--- config.mk ---
export PLATFORM = sky130hd
export DESIGN_NAME = feeder_jam_recovery_fsm_top
export DESIGN_NICKNAME = d
export VERILOG_FILES = /design/src/design/fjr_pkg.sv /design/src/design/feeder_jam_recovery_fsm_top.sv
export SDC_FILE = /design/constraint.sdc
export NUM_CORES = 1
export LEC_CHECK = 0
export ABC_AREA = 1
export BUFFER_PORTS_ARGS = -buffer_cell sky130_fd_sc_hd__buf_4
export CORE_ASPECT_RATIO = 0.75
export CORE_MARGIN = 2
export CORE_UTILIZATION = 44
export CTS_CLUSTER_DIAMETER = 200
export DETAILED_ROUTE_END_ITERATION = 16
export GPL_TIMING_DRIVEN = 0
export SLEW_MARGIN = 20
export SYNTH_ARGS = -nofsm -noshare
export SYNTH_HDL_FRONTEND = slang
export SYNTH_SLANG_ARGS = --single-unit
export TNS_END_PERCENT = 10
--- constraint.sdc ---
create_clock -name clk_i -period 4.4 [get_ports clk_i]
set_input_delay 0.88 -clock clk_i [delete_from_list [all_inputs] [get_ports clk_i]]
set_output_delay 0.88 -clock clk_i [all_outputs]
set_load 0.005 [all_outputs]
--- src/design/fjr_pkg.sv ---
// shared types, register indexes and reset values for the feeder jam recovery machine
`default_nettype none

package fjr_pkg;

  // feeder modes, encoded as on the mode output
  typedef enum logic [2:0] {
    MODE_STOP  = 3'd0,
    MODE_LOAD  = 3'd1,
    MODE_READY = 3'd2,
    MODE_FIRE  = 3'd3,
    MODE_UNJAM = 3'd4
  } mode_e;

  // lever positions that matter
  localparam logic [1:0] SwUp   = 2'd0;
  localparam logic [1:0] SwDown = 2'd2;

  // configuration register indexes
  typedef enum logic [2:0] {
    REG_START_KEY_MASK    = 3'd0,
    REG_HOLD_LIMIT        = 3'd1,
    REG_MIN_TRIGGER_SPEED = 3'd2,
    REG_LOW_SPEED_LIMIT   = 3'd3,
    REG_LOAD_TIME_LIMIT   = 3'd4,
    REG_FIRE_TIME_LIMIT   = 3'd5,
    REG_UNJAM_TIME_LIMIT  = 3'd6
  } reg_idx_e;

  localparam int unsigned CfgIdxWidth  = 3;
  localparam int unsigned CfgDataWidth = 16;

  // reset values of the configuration registers
  localparam logic [15:0] StartKeyMaskRst    = 16'd0;
  localparam logic [15:0] HoldLimitRst       = 16'd100;
  localparam logic [6:0]  MinTriggerSpeedRst = 7'd5;
  localparam logic [15:0] LowSpeedLimitRst   = 16'd100;
  localparam logic [15:0] LoadTimeLimitRst   = 16'd500;
  localparam logic [15:0] FireTimeLimitRst   = 16'd500;
  localparam logic [15:0] UnjamTimeLimitRst  = 16'd200;

  // default sizes
  localparam int unsigned TimerWidthDef = 16;
  localparam int unsigned PendingMaxDef = 255;

endpackage

`default_nettype wire

--- src/design/feeder_jam_recovery_fsm_top.sv ---
// feeder jam recovery mode machine, one control tick per request
//
//  channel | direction | handshake                 | payload
//  --------+-----------+---------------------------+-------------------------------------------
//  in      | sink      | in_valid_i / in_ready_o   | switch_pos, keyboard, mouse_left,
//          |           |                           | feed_sensor, trigger_speed, trigger_cmd_nonzero
//  out     | source    | out_valid_o / out_ready_i | mode, aim_laser, pending_shots
//  cfg     | sink      | cfg_valid_i / cfg_ready_o | cfg_index, cfg_data
//
// one request is taken per clock while the result is drained; the whole tick is evaluated in the cycle it is
// accepted and the result sits in the output register from the next cycle on
// the output register is the only stage, so a request is taken whenever that
// register is empty or being drained in the same cycle
// reset clears mode, edge history, counters and timers and loads the configuration reset values; no clearing pass
// cfg writes are always taken (cfg_ready_o tied high); index seven is dropped
`default_nettype none

module feeder_jam_recovery_fsm_top
  import fjr_pkg::*;
#(
  parameter int unsigned TIMER_WIDTH = TimerWidthDef,
  parameter int unsigned PENDING_MAX = PendingMaxDef
) (
  input  wire logic                    clk_i,
  input  wire logic                    rst_ni,
  // tick request
  input  wire logic                    in_valid_i,
  output logic                         in_ready_o,
  input  wire logic [1:0]              switch_pos_i,
  input  wire logic [15:0]             keyboard_i,
  input  wire logic                    mouse_left_i,
  input  wire logic                    feed_sensor_i,
  input  wire logic signed [15:0]      trigger_speed_i,
  input  wire logic                    trigger_cmd_nonzero_i,
  // result
  output logic                         out_valid_o,
  input  wire logic                    out_ready_i,
  output logic [2:0]                   mode_o,
  output logic                         aim_laser_o,
  output logic [7:0]                   pending_shots_o,
  // configuration writes
  input  wire logic                    cfg_valid_i,
  output logic                         cfg_ready_o,
  input  wire logic [CfgIdxWidth-1:0]  cfg_index_i,
  input  wire logic [CfgDataWidth-1:0] cfg_data_i
);

  localparam int unsigned PendW = $clog2(PENDING_MAX + 1);
  localparam int unsigned CmpW  = (TIMER_WIDTH > 16) ? TIMER_WIDTH : 16;
  localparam logic [PendW-1:0]       PendTop  = PendW'(PENDING_MAX);
  localparam logic [TIMER_WIDTH-1:0] TimerTop = '1;

  // configuration
  logic [15:0] start_key_mask_q, hold_limit_q, low_speed_limit_q;
  logic [15:0] load_time_limit_q, fire_time_limit_q, unjam_time_limit_q;
  logic [6:0]  min_trigger_speed_q;

  // tick state
  mode_e                   mode_q, mode_d;
  logic [1:0]              prev_switch_q;
  logic                    prev_key_hit_q, prev_mouse_q;
  logic [15:0]             hold_q, hold_d;
  logic [15:0]             slow_q, slow_d;
  logic [PendW-1:0]        pend_q, pend_d;
  logic [TIMER_WIDTH-1:0]  fire_tmr_q, fire_tmr_d;
  logic [TIMER_WIDTH-1:0]  unjam_tmr_q, unjam_tmr_d;
  logic [TIMER_WIDTH-1:0]  load_tmr_q, load_tmr_d;

  // result register
  logic             out_valid_q;
  logic [2:0]       out_mode_q;
  logic             out_laser_q;
  logic [7:0]       out_pend_q;

  logic in_acc, cfg_acc;

  // decoded tick
  logic             key_hit, toggle, active, held, once, force_one, slow_cond, stall;
  logic [16:0]      mag;
  logic [15:0]      hold_nx;
  logic [PendW-1:0] pend_edge;

  assign in_ready_o  = !out_valid_q || out_ready_i;
  assign in_acc      = in_valid_i && in_ready_o;
  assign cfg_ready_o = 1'b1;
  assign cfg_acc     = cfg_valid_i && cfg_ready_o;

  // ---------------------------------------------------------------- request decode
  assign key_hit = |(keyboard_i & start_key_mask_q);
  // start/stop: lever moved to up, or masked key pressed
  assign toggle  = ((switch_pos_i == SwUp) && (prev_switch_q != SwUp)) ||
                   (key_hit && !prev_key_hit_q);
  // hold, pending and stall logic only run in a running mode with no start/stop
  assign active  = (mode_q != MODE_STOP) && !toggle;

  assign held = (switch_pos_i == SwDown) || mouse_left_i;
  assign once = ((switch_pos_i == SwDown) && (prev_switch_q != SwDown)) ||
                (mouse_left_i && !prev_mouse_q);

  // saturating hold counter; reaching the limit forces one pending shot
  assign hold_nx   = !held ? 16'd0 :
                     (hold_q < hold_limit_q) ? hold_q + 16'd1 : hold_q;
  assign force_one = (hold_nx == hold_limit_q);

  always_comb begin
    pend_edge = pend_q;
    if (once && (pend_q < PendTop)) begin
      pend_edge = pend_q + PendW'(1);
    end
    if (force_one) begin
      pend_edge = PendW'(1);
    end
  end

  // speed magnitude, 32768 for the most negative code
  assign mag = trigger_speed_i[15] ? (17'h10000 - {1'b0, trigger_speed_i})
                                   : {1'b0, trigger_speed_i};
  assign slow_cond = (mag < {10'd0, min_trigger_speed_q}) && trigger_cmd_nonzero_i;
  // stall only once the slow counter has already reached its limit
  assign stall = slow_cond && !(slow_q < low_speed_limit_q);

  // ---------------------------------------------------------------- next mode
  always_comb begin
    mode_d = mode_q;
    if (mode_q == MODE_STOP) begin
      if (toggle) begin
        mode_d = feed_sensor_i ? MODE_READY : MODE_LOAD;
      end
    end else if (toggle) begin
      mode_d = MODE_STOP;
    end else begin
      case (mode_q)
        MODE_LOAD: begin
          if (feed_sensor_i) begin
            mode_d = MODE_READY;
          end else if ((CmpW'(load_tmr_q) > CmpW'(load_time_limit_q)) && stall) begin
            mode_d = MODE_UNJAM;
          end
        end
        MODE_READY: begin
          if (pend_edge != '0) begin
            mode_d = MODE_FIRE;
          end
        end
        MODE_UNJAM: begin
          if (CmpW'(unjam_tmr_q) == CmpW'(unjam_time_limit_q)) begin
            mode_d = MODE_LOAD;
          end
        end
        MODE_FIRE: begin
          if (!feed_sensor_i) begin
            mode_d = MODE_LOAD;
          end
          // a stall past the fire timeout overrides the exit to load
          if ((CmpW'(fire_tmr_q) > CmpW'(fire_time_limit_q)) && stall) begin
            mode_d = MODE_UNJAM;
          end
        end
        default: mode_d = mode_q;
      endcase
    end
  end

  // ---------------------------------------------------------------- counters and timers
  always_comb begin
    hold_d = hold_q;
    slow_d = slow_q;
    pend_d = pend_q;
    if (active) begin
      hold_d = hold_nx;
      if (!slow_cond) begin
        slow_d = 16'd0;
      end else if (slow_q < low_speed_limit_q) begin
        slow_d = slow_q + 16'd1;
      end
      pend_d = pend_edge;
      // leaving fire for lack of a projectile spends one shot, even if unjam wins
      if ((mode_q == MODE_FIRE) && !feed_sensor_i && (pend_edge != '0)) begin
        pend_d = pend_edge - PendW'(1);
      end
    end
    if ((mode_d == MODE_STOP) && (mode_q != MODE_STOP)) begin
      pend_d = '0;
    end

    // each mode timer clears on entry and counts, saturating, while the mode stays
    fire_tmr_d  = fire_tmr_q;
    unjam_tmr_d = unjam_tmr_q;
    load_tmr_d  = load_tmr_q;
    if (mode_d == MODE_FIRE) begin
      fire_tmr_d = (mode_q != MODE_FIRE) ? '0 :
                   (fire_tmr_q == TimerTop) ? fire_tmr_q : fire_tmr_q + 1'b1;
    end
    if (mode_d == MODE_UNJAM) begin
      unjam_tmr_d = (mode_q != MODE_UNJAM) ? '0 :
                    (unjam_tmr_q == TimerTop) ? unjam_tmr_q : unjam_tmr_q + 1'b1;
    end
    if (mode_d == MODE_LOAD) begin
      load_tmr_d = (mode_q != MODE_LOAD) ? '0 :
                   (load_tmr_q == TimerTop) ? load_tmr_q : load_tmr_q + 1'b1;
    end
  end

  // ---------------------------------------------------------------- state registers
  always_ff @(posedge clk_i or negedge rst_ni) begin
    if (!rst_ni) begin
      mode_q         <= MODE_STOP;
      prev_switch_q  <= 2'd0;
      prev_key_hit_q <= 1'b0;
      prev_mouse_q   <= 1'b0;
      hold_q         <= '0;
      slow_q         <= '0;
      pend_q         <= '0;
      fire_tmr_q     <= '0;
      unjam_tmr_q    <= '0;
      load_tmr_q     <= '0;
    end else if (in_acc) begin
      mode_q         <= mode_d;
      prev_switch_q  <= switch_pos_i;
      prev_key_hit_q <= key_hit;
      prev_mouse_q   <= mouse_left_i;
      hold_q         <= hold_d;
      slow_q         <= slow_d;
      pend_q         <= pend_d;
      fire_tmr_q     <= fire_tmr_d;
      unjam_tmr_q    <= unjam_tmr_d;
      load_tmr_q     <= load_tmr_d;
    end
  end

  // ---------------------------------------------------------------- result register
  always_ff @(posedge clk_i or negedge rst_ni) begin
    if (!rst_ni) begin
      out_valid_q <= 1'b0;
    end else if (in_acc) begin
      out_valid_q <= 1'b1;
    end else if (out_ready_i) begin
      out_valid_q <= 1'b0;
    end
  end

  always_ff @(posedge clk_i) begin
    if (in_acc) begin
      out_mode_q  <= mode_d;
      out_laser_q <= (mode_q != MODE_STOP);
      out_pend_q  <= 8'(pend_d);
    end
  end

  assign out_valid_o     = out_valid_q;
  assign mode_o          = out_mode_q;
  assign aim_laser_o     = out_laser_q;
  assign pending_shots_o = out_pend_q;

  // ---------------------------------------------------------------- configuration
  always_ff @(posedge clk_i or negedge rst_ni) begin
    if (!rst_ni) begin
      start_key_mask_q    <= StartKeyMaskRst;
      hold_limit_q        <= HoldLimitRst;
      min_trigger_speed_q <= MinTriggerSpeedRst;
      low_speed_limit_q   <= LowSpeedLimitRst;
      load_time_limit_q   <= LoadTimeLimitRst;
      fire_time_limit_q   <= FireTimeLimitRst;
      unjam_time_limit_q  <= UnjamTimeLimitRst;
    end else if (cfg_acc) begin
      case (cfg_index_i)
        REG_START_KEY_MASK:    start_key_mask_q    <= cfg_data_i;
        REG_HOLD_LIMIT:        hold_limit_q        <= cfg_data_i;
        REG_MIN_TRIGGER_SPEED: min_trigger_speed_q <= cfg_data_i[6:0];
        REG_LOW_SPEED_LIMIT:   low_speed_limit_q   <= cfg_data_i;
        REG_LOAD_TIME_LIMIT:   load_time_limit_q   <= cfg_data_i;
        REG_FIRE_TIME_LIMIT:   fire_time_limit_q   <= cfg_data_i;
        REG_UNJAM_TIME_LIMIT:  unjam_time_limit_q  <= cfg_data_i;
        default: ;
      endcase
    end
  end

  // ---------------------------------------------------------------- assertions
  // the result shows the mode the state register moved to
  a_out_mode_tracks_state: assert property (@(posedge clk_i) disable iff (!rst_ni)
    in_acc |=> (out_valid_o && (mode_o == mode_q)))
    else $error("result mode differs from state");

  // laser follows the mode held before the tick
  a_laser_prev_mode: assert property (@(posedge clk_i) disable iff (!rst_ni)
    in_acc |=> (aim_laser_o == ($past(mode_q) != MODE_STOP)))
    else $error("laser does not follow previous mode");

  // entering stop clears the pending shots
  a_stop_clears_pending: assert property (@(posedge clk_i) disable iff (!rst_ni)
    (in_acc && (mode_q != MODE_STOP) && toggle) |=> ((mode_q == MODE_STOP) && (pend_q == '0)))
    else $error("stop entry left pending shots");

  // unjam only leaves toward load or stop
  a_unjam_exit: assert property (@(posedge clk_i) disable iff (!rst_ni)
    (in_acc && (mode_q == MODE_UNJAM)) |=>
      ((mode_q == MODE_UNJAM) || (mode_q == MODE_LOAD) || (mode_q == MODE_STOP)))
    else $error("illegal exit from unjam");

endmodule

`default_nettype wire
# Word level (Yosys, flattened, before mapping)
# Cells that the tools add are included.
dict set report op_classes {
  addsub 8
  magnitude_cmp 6
  eq_ne 27
  mux 29
  n_bitwise 1
  n_reduce_logical 45
}
# op count
set op_table {}
lappend op_table {{16-bit two-way mux} 10}
lappend op_table {{16-bit by 1-bit adder with 16-bit output (second input constant)} 5}
lappend op_table {{16-bit equality test (second input constant)} 3}
lappend op_table {{8-bit two-way mux} 5}
lappend op_table {{16-bit equality test} 2}
lappend op_table {{16-bit > comparator} 2}
lappend op_table {{16-bit less-than comparator} 2}
lappend op_table {{3-bit two-way mux} 9}
lappend op_table {{17-bit by 7-bit less-than comparator with 1-bit output} 1}
lappend op_table {{17-bit two-way mux} 1}
lappend op_table {{17-bit by 16-bit subtractor with 17-bit output (first input constant)} 1}
lappend op_table {{16-bit bitwise AND} 1}
lappend op_table {{2-bit AND reduction} 8}
lappend op_table {{16-bit OR reduction} 1}
lappend op_table {{3-bit by 2-bit equality test with 1-bit output (second input constant)} 5}
lappend op_table {{3-bit equality test (second input constant)} 5}
lappend op_table {{1-bit logical AND} 14}
lappend op_table {{3-bit case mux with 4 select lines} 1}
lappend op_table {{3-bit AND reduction} 4}
lappend op_table {{3-bit by 1-bit equality test with 1-bit output (second input constant)} 3}
lappend op_table {{3-bit logical NOT} 3}
lappend op_table {{8-bit by 1-bit adder with 8-bit output (second input constant)} 1}
lappend op_table {{8-bit less-than comparator (second input constant)} 1}
lappend op_table {{2-bit != test (second input constant)} 4}
lappend op_table {{other kinds (14)} 24}
dict set report totals {
  reg_bits 211
  in_bits 61
  out_inout_bits 15
  word_cells 137
}

# Logic depth before layout (Yosys ltp)
dict set report depth {
  depth_word 14
  mapped_depth 34
  mapped_depth_nobuf 32
}

# Least setup slack after synthesis
# OpenSTA, ideal clock, no wires.
dict set report synth_timing {
  kind {input port to flip-flop}
  start {in trigger_speed_i[0]}
  end {reg out_pend_q[3] (netlist: pending_shots_o[3]) (data pin)}
  setup_ns 0.260
  arrival_time_ns 3.491
  t_required_ns 4.140
  path_slack_ns 0.649
  cell_stages 25
  n_path_buf 1
  cell_sequence {inv_1 ha_1 nor2_1 xor2_1 ha_1 a21oi_1 nor2_1 nor2_1 nand3_1 nand3_1 nand2_1 a21o_1 nor2_1 nand3_1 nor2_4 nand3_1 nand2_1 nand2_1 a211oi_1 nand2_1 nand2_2 nand3_1 buf_2 nand2_1 a21oi_1}
}
dict set report synth_via {
  elab_chain_len 14
  word_cells_on_any_way 16
  classes_between {add/sub (1); order compare (1); mux (8); reduce/logical (6)}
}
# item line
set synth_lines {}
lappend synth_lines {{start, declared} feeder_jam_recovery_fsm_top.sv:33} ;# input wire logic signed [15:0] trigger_speed_i,
lappend synth_lines {{17-bit by 16-bit subtractor with 17-bit output} feeder_jam_recovery_fsm_top.sv:116} ;# assign mag = trigger_speed_i[15] ? (17'h10000 - {1'b0, trigger_speed_i})
lappend synth_lines {{17-bit two-way mux (*)} feeder_jam_recovery_fsm_top.sv:116}
lappend synth_lines {{17-bit by 7-bit less-than comparator with 1-bit output (*)} feeder_jam_recovery_fsm_top.sv:118} ;# assign slow_cond = (mag < {10'd0, min_trigger_speed_q}) && trigger_cmd_nonzero_i;
lappend synth_lines {{1-bit logical AND (*)} feeder_jam_recovery_fsm_top.sv:118}
lappend synth_lines {{1-bit logical AND (*)} feeder_jam_recovery_fsm_top.sv:120} ;# assign stall = slow_cond && !(slow_q < low_speed_limit_q);
lappend synth_lines {{1-bit logical AND} feeder_jam_recovery_fsm_top.sv:136} ;# end else if ((CmpW'(load_tmr_q) > CmpW'(load_time_limit_q)) && stall) begin
lappend synth_lines {{3-bit two-way mux} feeder_jam_recovery_fsm_top.sv:136}
lappend synth_lines {{3-bit two-way mux} feeder_jam_recovery_fsm_top.sv:134} ;# if (feed_sensor_i) begin
lappend synth_lines {{3-bit case mux with 4 select lines (*)} feeder_jam_recovery_fsm_top.sv:132} ;# case (mode_q)
lappend synth_lines {{3-bit two-way mux (*)} feeder_jam_recovery_fsm_top.sv:129} ;# end else if (toggle) begin
lappend synth_lines {{3-bit two-way mux (*)} feeder_jam_recovery_fsm_top.sv:125} ;# if (mode_q == MODE_STOP) begin
lappend synth_lines {{3-bit logical NOT (*)} feeder_jam_recovery_fsm_top.sv:182} ;# if ((mode_d == MODE_STOP) && (mode_q != MODE_STOP)) begin
lappend synth_lines {{1-bit logical AND (*)} feeder_jam_recovery_fsm_top.sv:182}
lappend synth_lines {{8-bit two-way mux (*)} feeder_jam_recovery_fsm_top.sv:182}
lappend synth_lines {{via pend_d[3]} feeder_jam_recovery_fsm_top.sv:64} ;# logic [PendW-1:0] pend_q, pend_d;
lappend synth_lines {{end signal, assigned} feeder_jam_recovery_fsm_top.sv:246} ;# out_pend_q <= 8'(pend_d);
lappend synth_lines {{end, declared} feeder_jam_recovery_fsm_top.sv:73} ;# logic [7:0] out_pend_q;
# Mark *: on every way through the listed nets, which the timed path passes. The rest lies on a longest branch.
# A chain may end at the register's enable or synchronous reset.

# Worst setup path in the final report
dict set report layout_timing {
  start {reg hold_limit_q[5]}
  end {reg out_pend_q[3] (netlist: pending_shots_o[3]) (data pin)}
}
dict set report layout_via {
  elab_chain_len 13
  word_cells_on_any_way 17
  classes_between {add/sub (1); order compare (1); eq/ne (1); mux (10); reduce/logical (4)}
}
# item line
set layout_lines {}
lappend layout_lines {{start, declared} feeder_jam_recovery_fsm_top.sv:54} ;# logic [15:0] start_key_mask_q, hold_limit_q, low_speed_limit_q;
lappend layout_lines {{start signal, assigned} feeder_jam_recovery_fsm_top.sv:259} ;# hold_limit_q <= HoldLimitRst;
lappend layout_lines {{start signal, assigned} feeder_jam_recovery_fsm_top.sv:268} ;# REG_HOLD_LIMIT: hold_limit_q <= cfg_data_i;
lappend layout_lines {{16-bit less-than comparator} feeder_jam_recovery_fsm_top.sv:102} ;# (hold_q < hold_limit_q) ? hold_q + 16'd1 : hold_q;
lappend layout_lines {{16-bit two-way mux} feeder_jam_recovery_fsm_top.sv:102}
lappend layout_lines {{16-bit two-way mux} feeder_jam_recovery_fsm_top.sv:101} ;# assign hold_nx = !held ? 16'd0 :
lappend layout_lines {{16-bit equality test (*)} feeder_jam_recovery_fsm_top.sv:103} ;# assign force_one = (hold_nx == hold_limit_q);
lappend layout_lines {{8-bit two-way mux (*)} feeder_jam_recovery_fsm_top.sv:110} ;# if (force_one) begin
lappend layout_lines {{8-bit nonzero test} {feeder_jam_recovery_fsm_top.sv:141, feeder_jam_recovery_fsm_top.sv:178}}
lappend layout_lines {{3-bit two-way mux} feeder_jam_recovery_fsm_top.sv:141} ;# if (pend_edge != '0) begin
lappend layout_lines {{3-bit case mux with 4 select lines} feeder_jam_recovery_fsm_top.sv:132}
lappend layout_lines {{3-bit two-way mux} feeder_jam_recovery_fsm_top.sv:129}
lappend layout_lines {{3-bit two-way mux} feeder_jam_recovery_fsm_top.sv:125}
lappend layout_lines {{3-bit logical NOT} feeder_jam_recovery_fsm_top.sv:182}
lappend layout_lines {{1-bit logical AND} feeder_jam_recovery_fsm_top.sv:182}
lappend layout_lines {{8-bit two-way mux (*)} feeder_jam_recovery_fsm_top.sv:182}
lappend layout_lines {{via pend_d[3]} feeder_jam_recovery_fsm_top.sv:64}
# Marked as above.

==> results.ini <==
[power_and_ir_drop]
power_density_nw_per_um2=448
switching_share_pct=36.0
p_sw_mw=2.48
leakagePower_nw=7.38
seqPwrFrac_pct=37.9
combPwrFrac_pct=31.0
pwr-share-clk_pct=31.0
ir_worst_vdd_mv=0.262
power.internal_mw=4.41

[cells_and_area]
layout_commonest_cell=nand2_1
multi_input_area_sq_um=6890
nFillCells=2951
layout_common_cells=nand2_1 (503), inv_1 (219), dfrtp_1 (176), o21ai_0 (175), nor2_1 (132)
drive_gt1_share_pct=12.2
final_nets=2015
area_delta_synth_final_pct=15.4
antenna_cells=0
final_cell_area_sq_um=15400
seq_area_sq_um=5370

[global_routing]
grt_max_degree=94
grt-ovfl-total=0
track_usage_pct=23.5
antenna_found_initial=1
first_global_vias=11300
grt_pass1_wl_um=59400

[setup_path]
cpPeakStageDelay_ns=0.59
critPathLaunchType=register
cp.arrival_ns=4.45
cp.required_ns=4.67
crit_slowest_cell=dfstp_2
path_class=reg -> reg
endpoint_kind=register
crit_fanout=10
cpMostUsedCell=nand2_1

[cts]
htreeDepth=1
cts_buffers=24
root_buffer=clkbuf_16
holdBufCountCts=0
clock-sinks=211
clock_latency_ns=0.55
path_clk_slew_ns=0.06
cts_tree=yes
clockBufferDepth=3

[synthesis]
async_reset_ff_share_pct=94.3
syn_inst=1770
ys_ff_latch=211
syn-num-nets=1908
yosysWarnings=0
synth_cell_types=50
ys.flop_type=dfrtp_1
synth-seq-area-share_pct=40.3
synth_edf_count=12
syn_area_sq_um=13300
avgSynthCellArea_sq_um=7.52

[timing]
hold_viol_final=0
fin_ws_ns=0.211
tightest_slew_ns=0.803
rsz0062_at_grt=true
period_share_pct=95.2
slew_headroom_pct=45.7
skew_ns=0.0186
fin_crit_ns=4.19
setup_viol=0
final.setup.tns_ns=0
max_freq_mhz=239
maxSlewViolCount=0

[die]
io_pins=76
dieArea_sq_um=31700
start_util_pct=44.5
rows=55
core_sq_um=29900
die_w_um=205
die_h_um=155

[placement]
placed_cell_area_sq_um=14400
portBuffers=74
preCtsSetupSlack_ns=-0.120
hpwl_um=27300
routabilityCongestion=0.900

[drt]
ant_nets=0
drt_iter0_markers=748
drc=0
drt-pass1-iter-count=5
vias_per_cell=5.18
num_vias=11900
routedWlPerCell_um=16.0
drt_wl_total_um=36700

[run]
maxCapViolations=0

[run_status]
status=finished clean

[min_path]
hp-class=in -> async

## cell type report
type | instances | share of cell area (%)
clock buffers | 32 | 4.30
repair buffers | 81 | 4.27
inverters | 227 | 5.54
flip-flops and latches | 211 | 34.9
multi-input cells | 1282 | 44.8
plain buffers | 50 | 1.76
well taps | 399 | 3.25
clock inverters | 12 | 1.13
## final timing paths
kind / end / cells after the start / startpoint / slack, ns
worst max-delay path: pending_shots_o[3] / 29 / hold_limit_q[5] / 0.21
worst min-delay path: hold_q[10] / 1 / rst_ni / 0.20
worst max register to register: pending_shots_o[3] / 29 / hold_limit_q[5] / 0.21
worst min register to register: slow_q[2] / 1 / slow_q[2] / 0.48
max in group asynchronous: fire_time_limit_q[2] / 3 / rst_ni / 3.04
min in group clk_i: slow_q[2] / 1 / slow_q[2] / 0.48
## registers in the layout, summed over array words and instances (netlist names)
register and flops:
hold_limit_q 16, load_tmr_q 16, pending_shots_o 8, low_speed_limit_q 16, aim_laser_o 1, pend_q 8
slow_q 16, load_time_limit_q 16, start_key_mask_q 16, fire_tmr_q 16, min_trigger_speed_q 7, fire_time_limit_q 16
hold_q 16, mode_q 3, prev_switch_q 2, prev_mouse_q 1, unjam_tmr_q 16, mode_o 3
out_valid_o 1, unjam_time_limit_q 16, prev_key_hit_q 1
## routing by layer
layer	routed length, um	global-route usage, %
met2	15900	35.9
met4	709	5.38
met5	0	0
met3	1880	3.31
met1	18200	35.2
## worst max-delay path, delay by kind of cell (launching register included)
family | cells | cell delay, ns
and+or+nand+nor | 18 | 1.57
buffers and inverters | 6 | 0.82
DFF | 1 | 0.59
adders and majority gates | 2 | 0.50
AOI/OAI and AO/OA | 3 | 0.41
## power groups by stage
stage	clock network [mW]	registers, mW	logic, mW
floorplan	0	2.56	1.45
global placement	0	2.64	2.03
detailed placement	0	2.64	2.08
CTS	2.18	2.61	2.10
global route	2.28	2.65	2.45
finish	2.14	2.61	2.14
## kinds of logic after synthesis
group / synth area share (%)
AO/OA/AOI/OAI: 11.1
XOR/XNOR: 4.67
adder cells (fa/ha/maj): 7.24
buffers and inverters: 8.34
flip-flops: 40.3
other: 0.0282
AND/OR/NAND/NOR: 28.3
## stage by stage
step           std cells  util (%)  power, mW  hold WS [ns]
2_1_floorplan       1770         -       4.01         0.448
3_3_place_gp        2243      48.0       4.66         0.463
3_5_place_dp        2245      48.2       4.72         0.474
4_1_cts             2289      51.0       6.88         0.201
5_1_grt             2294      51.3       7.38         0.213
6_report            2294      51.3       6.89         0.205
## synthesized netlist by cell type (all sizes together) (5+ instances only)
library cell	n	area, sq um
nand2	512	1950
xor2	49	429
nand4	43	269
dfstp	23	604
edfxtp	12	360
o211ai	5	37.5
a31oi	7	43.8
a21oi	43	215
nand3	98	566
ha	77	963
buf	17	134
xnor2	22	193
nor4	8	50.1
o21ai	185	941
a21boi	7	52.6
or2	14	87.6
inv	225	845
clkbuf	33	124
nor2	144	571
dfrtp	176	4400
nor3	37	218
## timing repair
action,in CTS,in global routing
pin swaps,0,2
setup buffers,0,5
gates resized for setup,1,23
setup endpoints to repair,8,62
gates cloned,0,0
endpoints found under the hold margin,0,0
No activity file was read; power rests on OpenSTA's default activity.
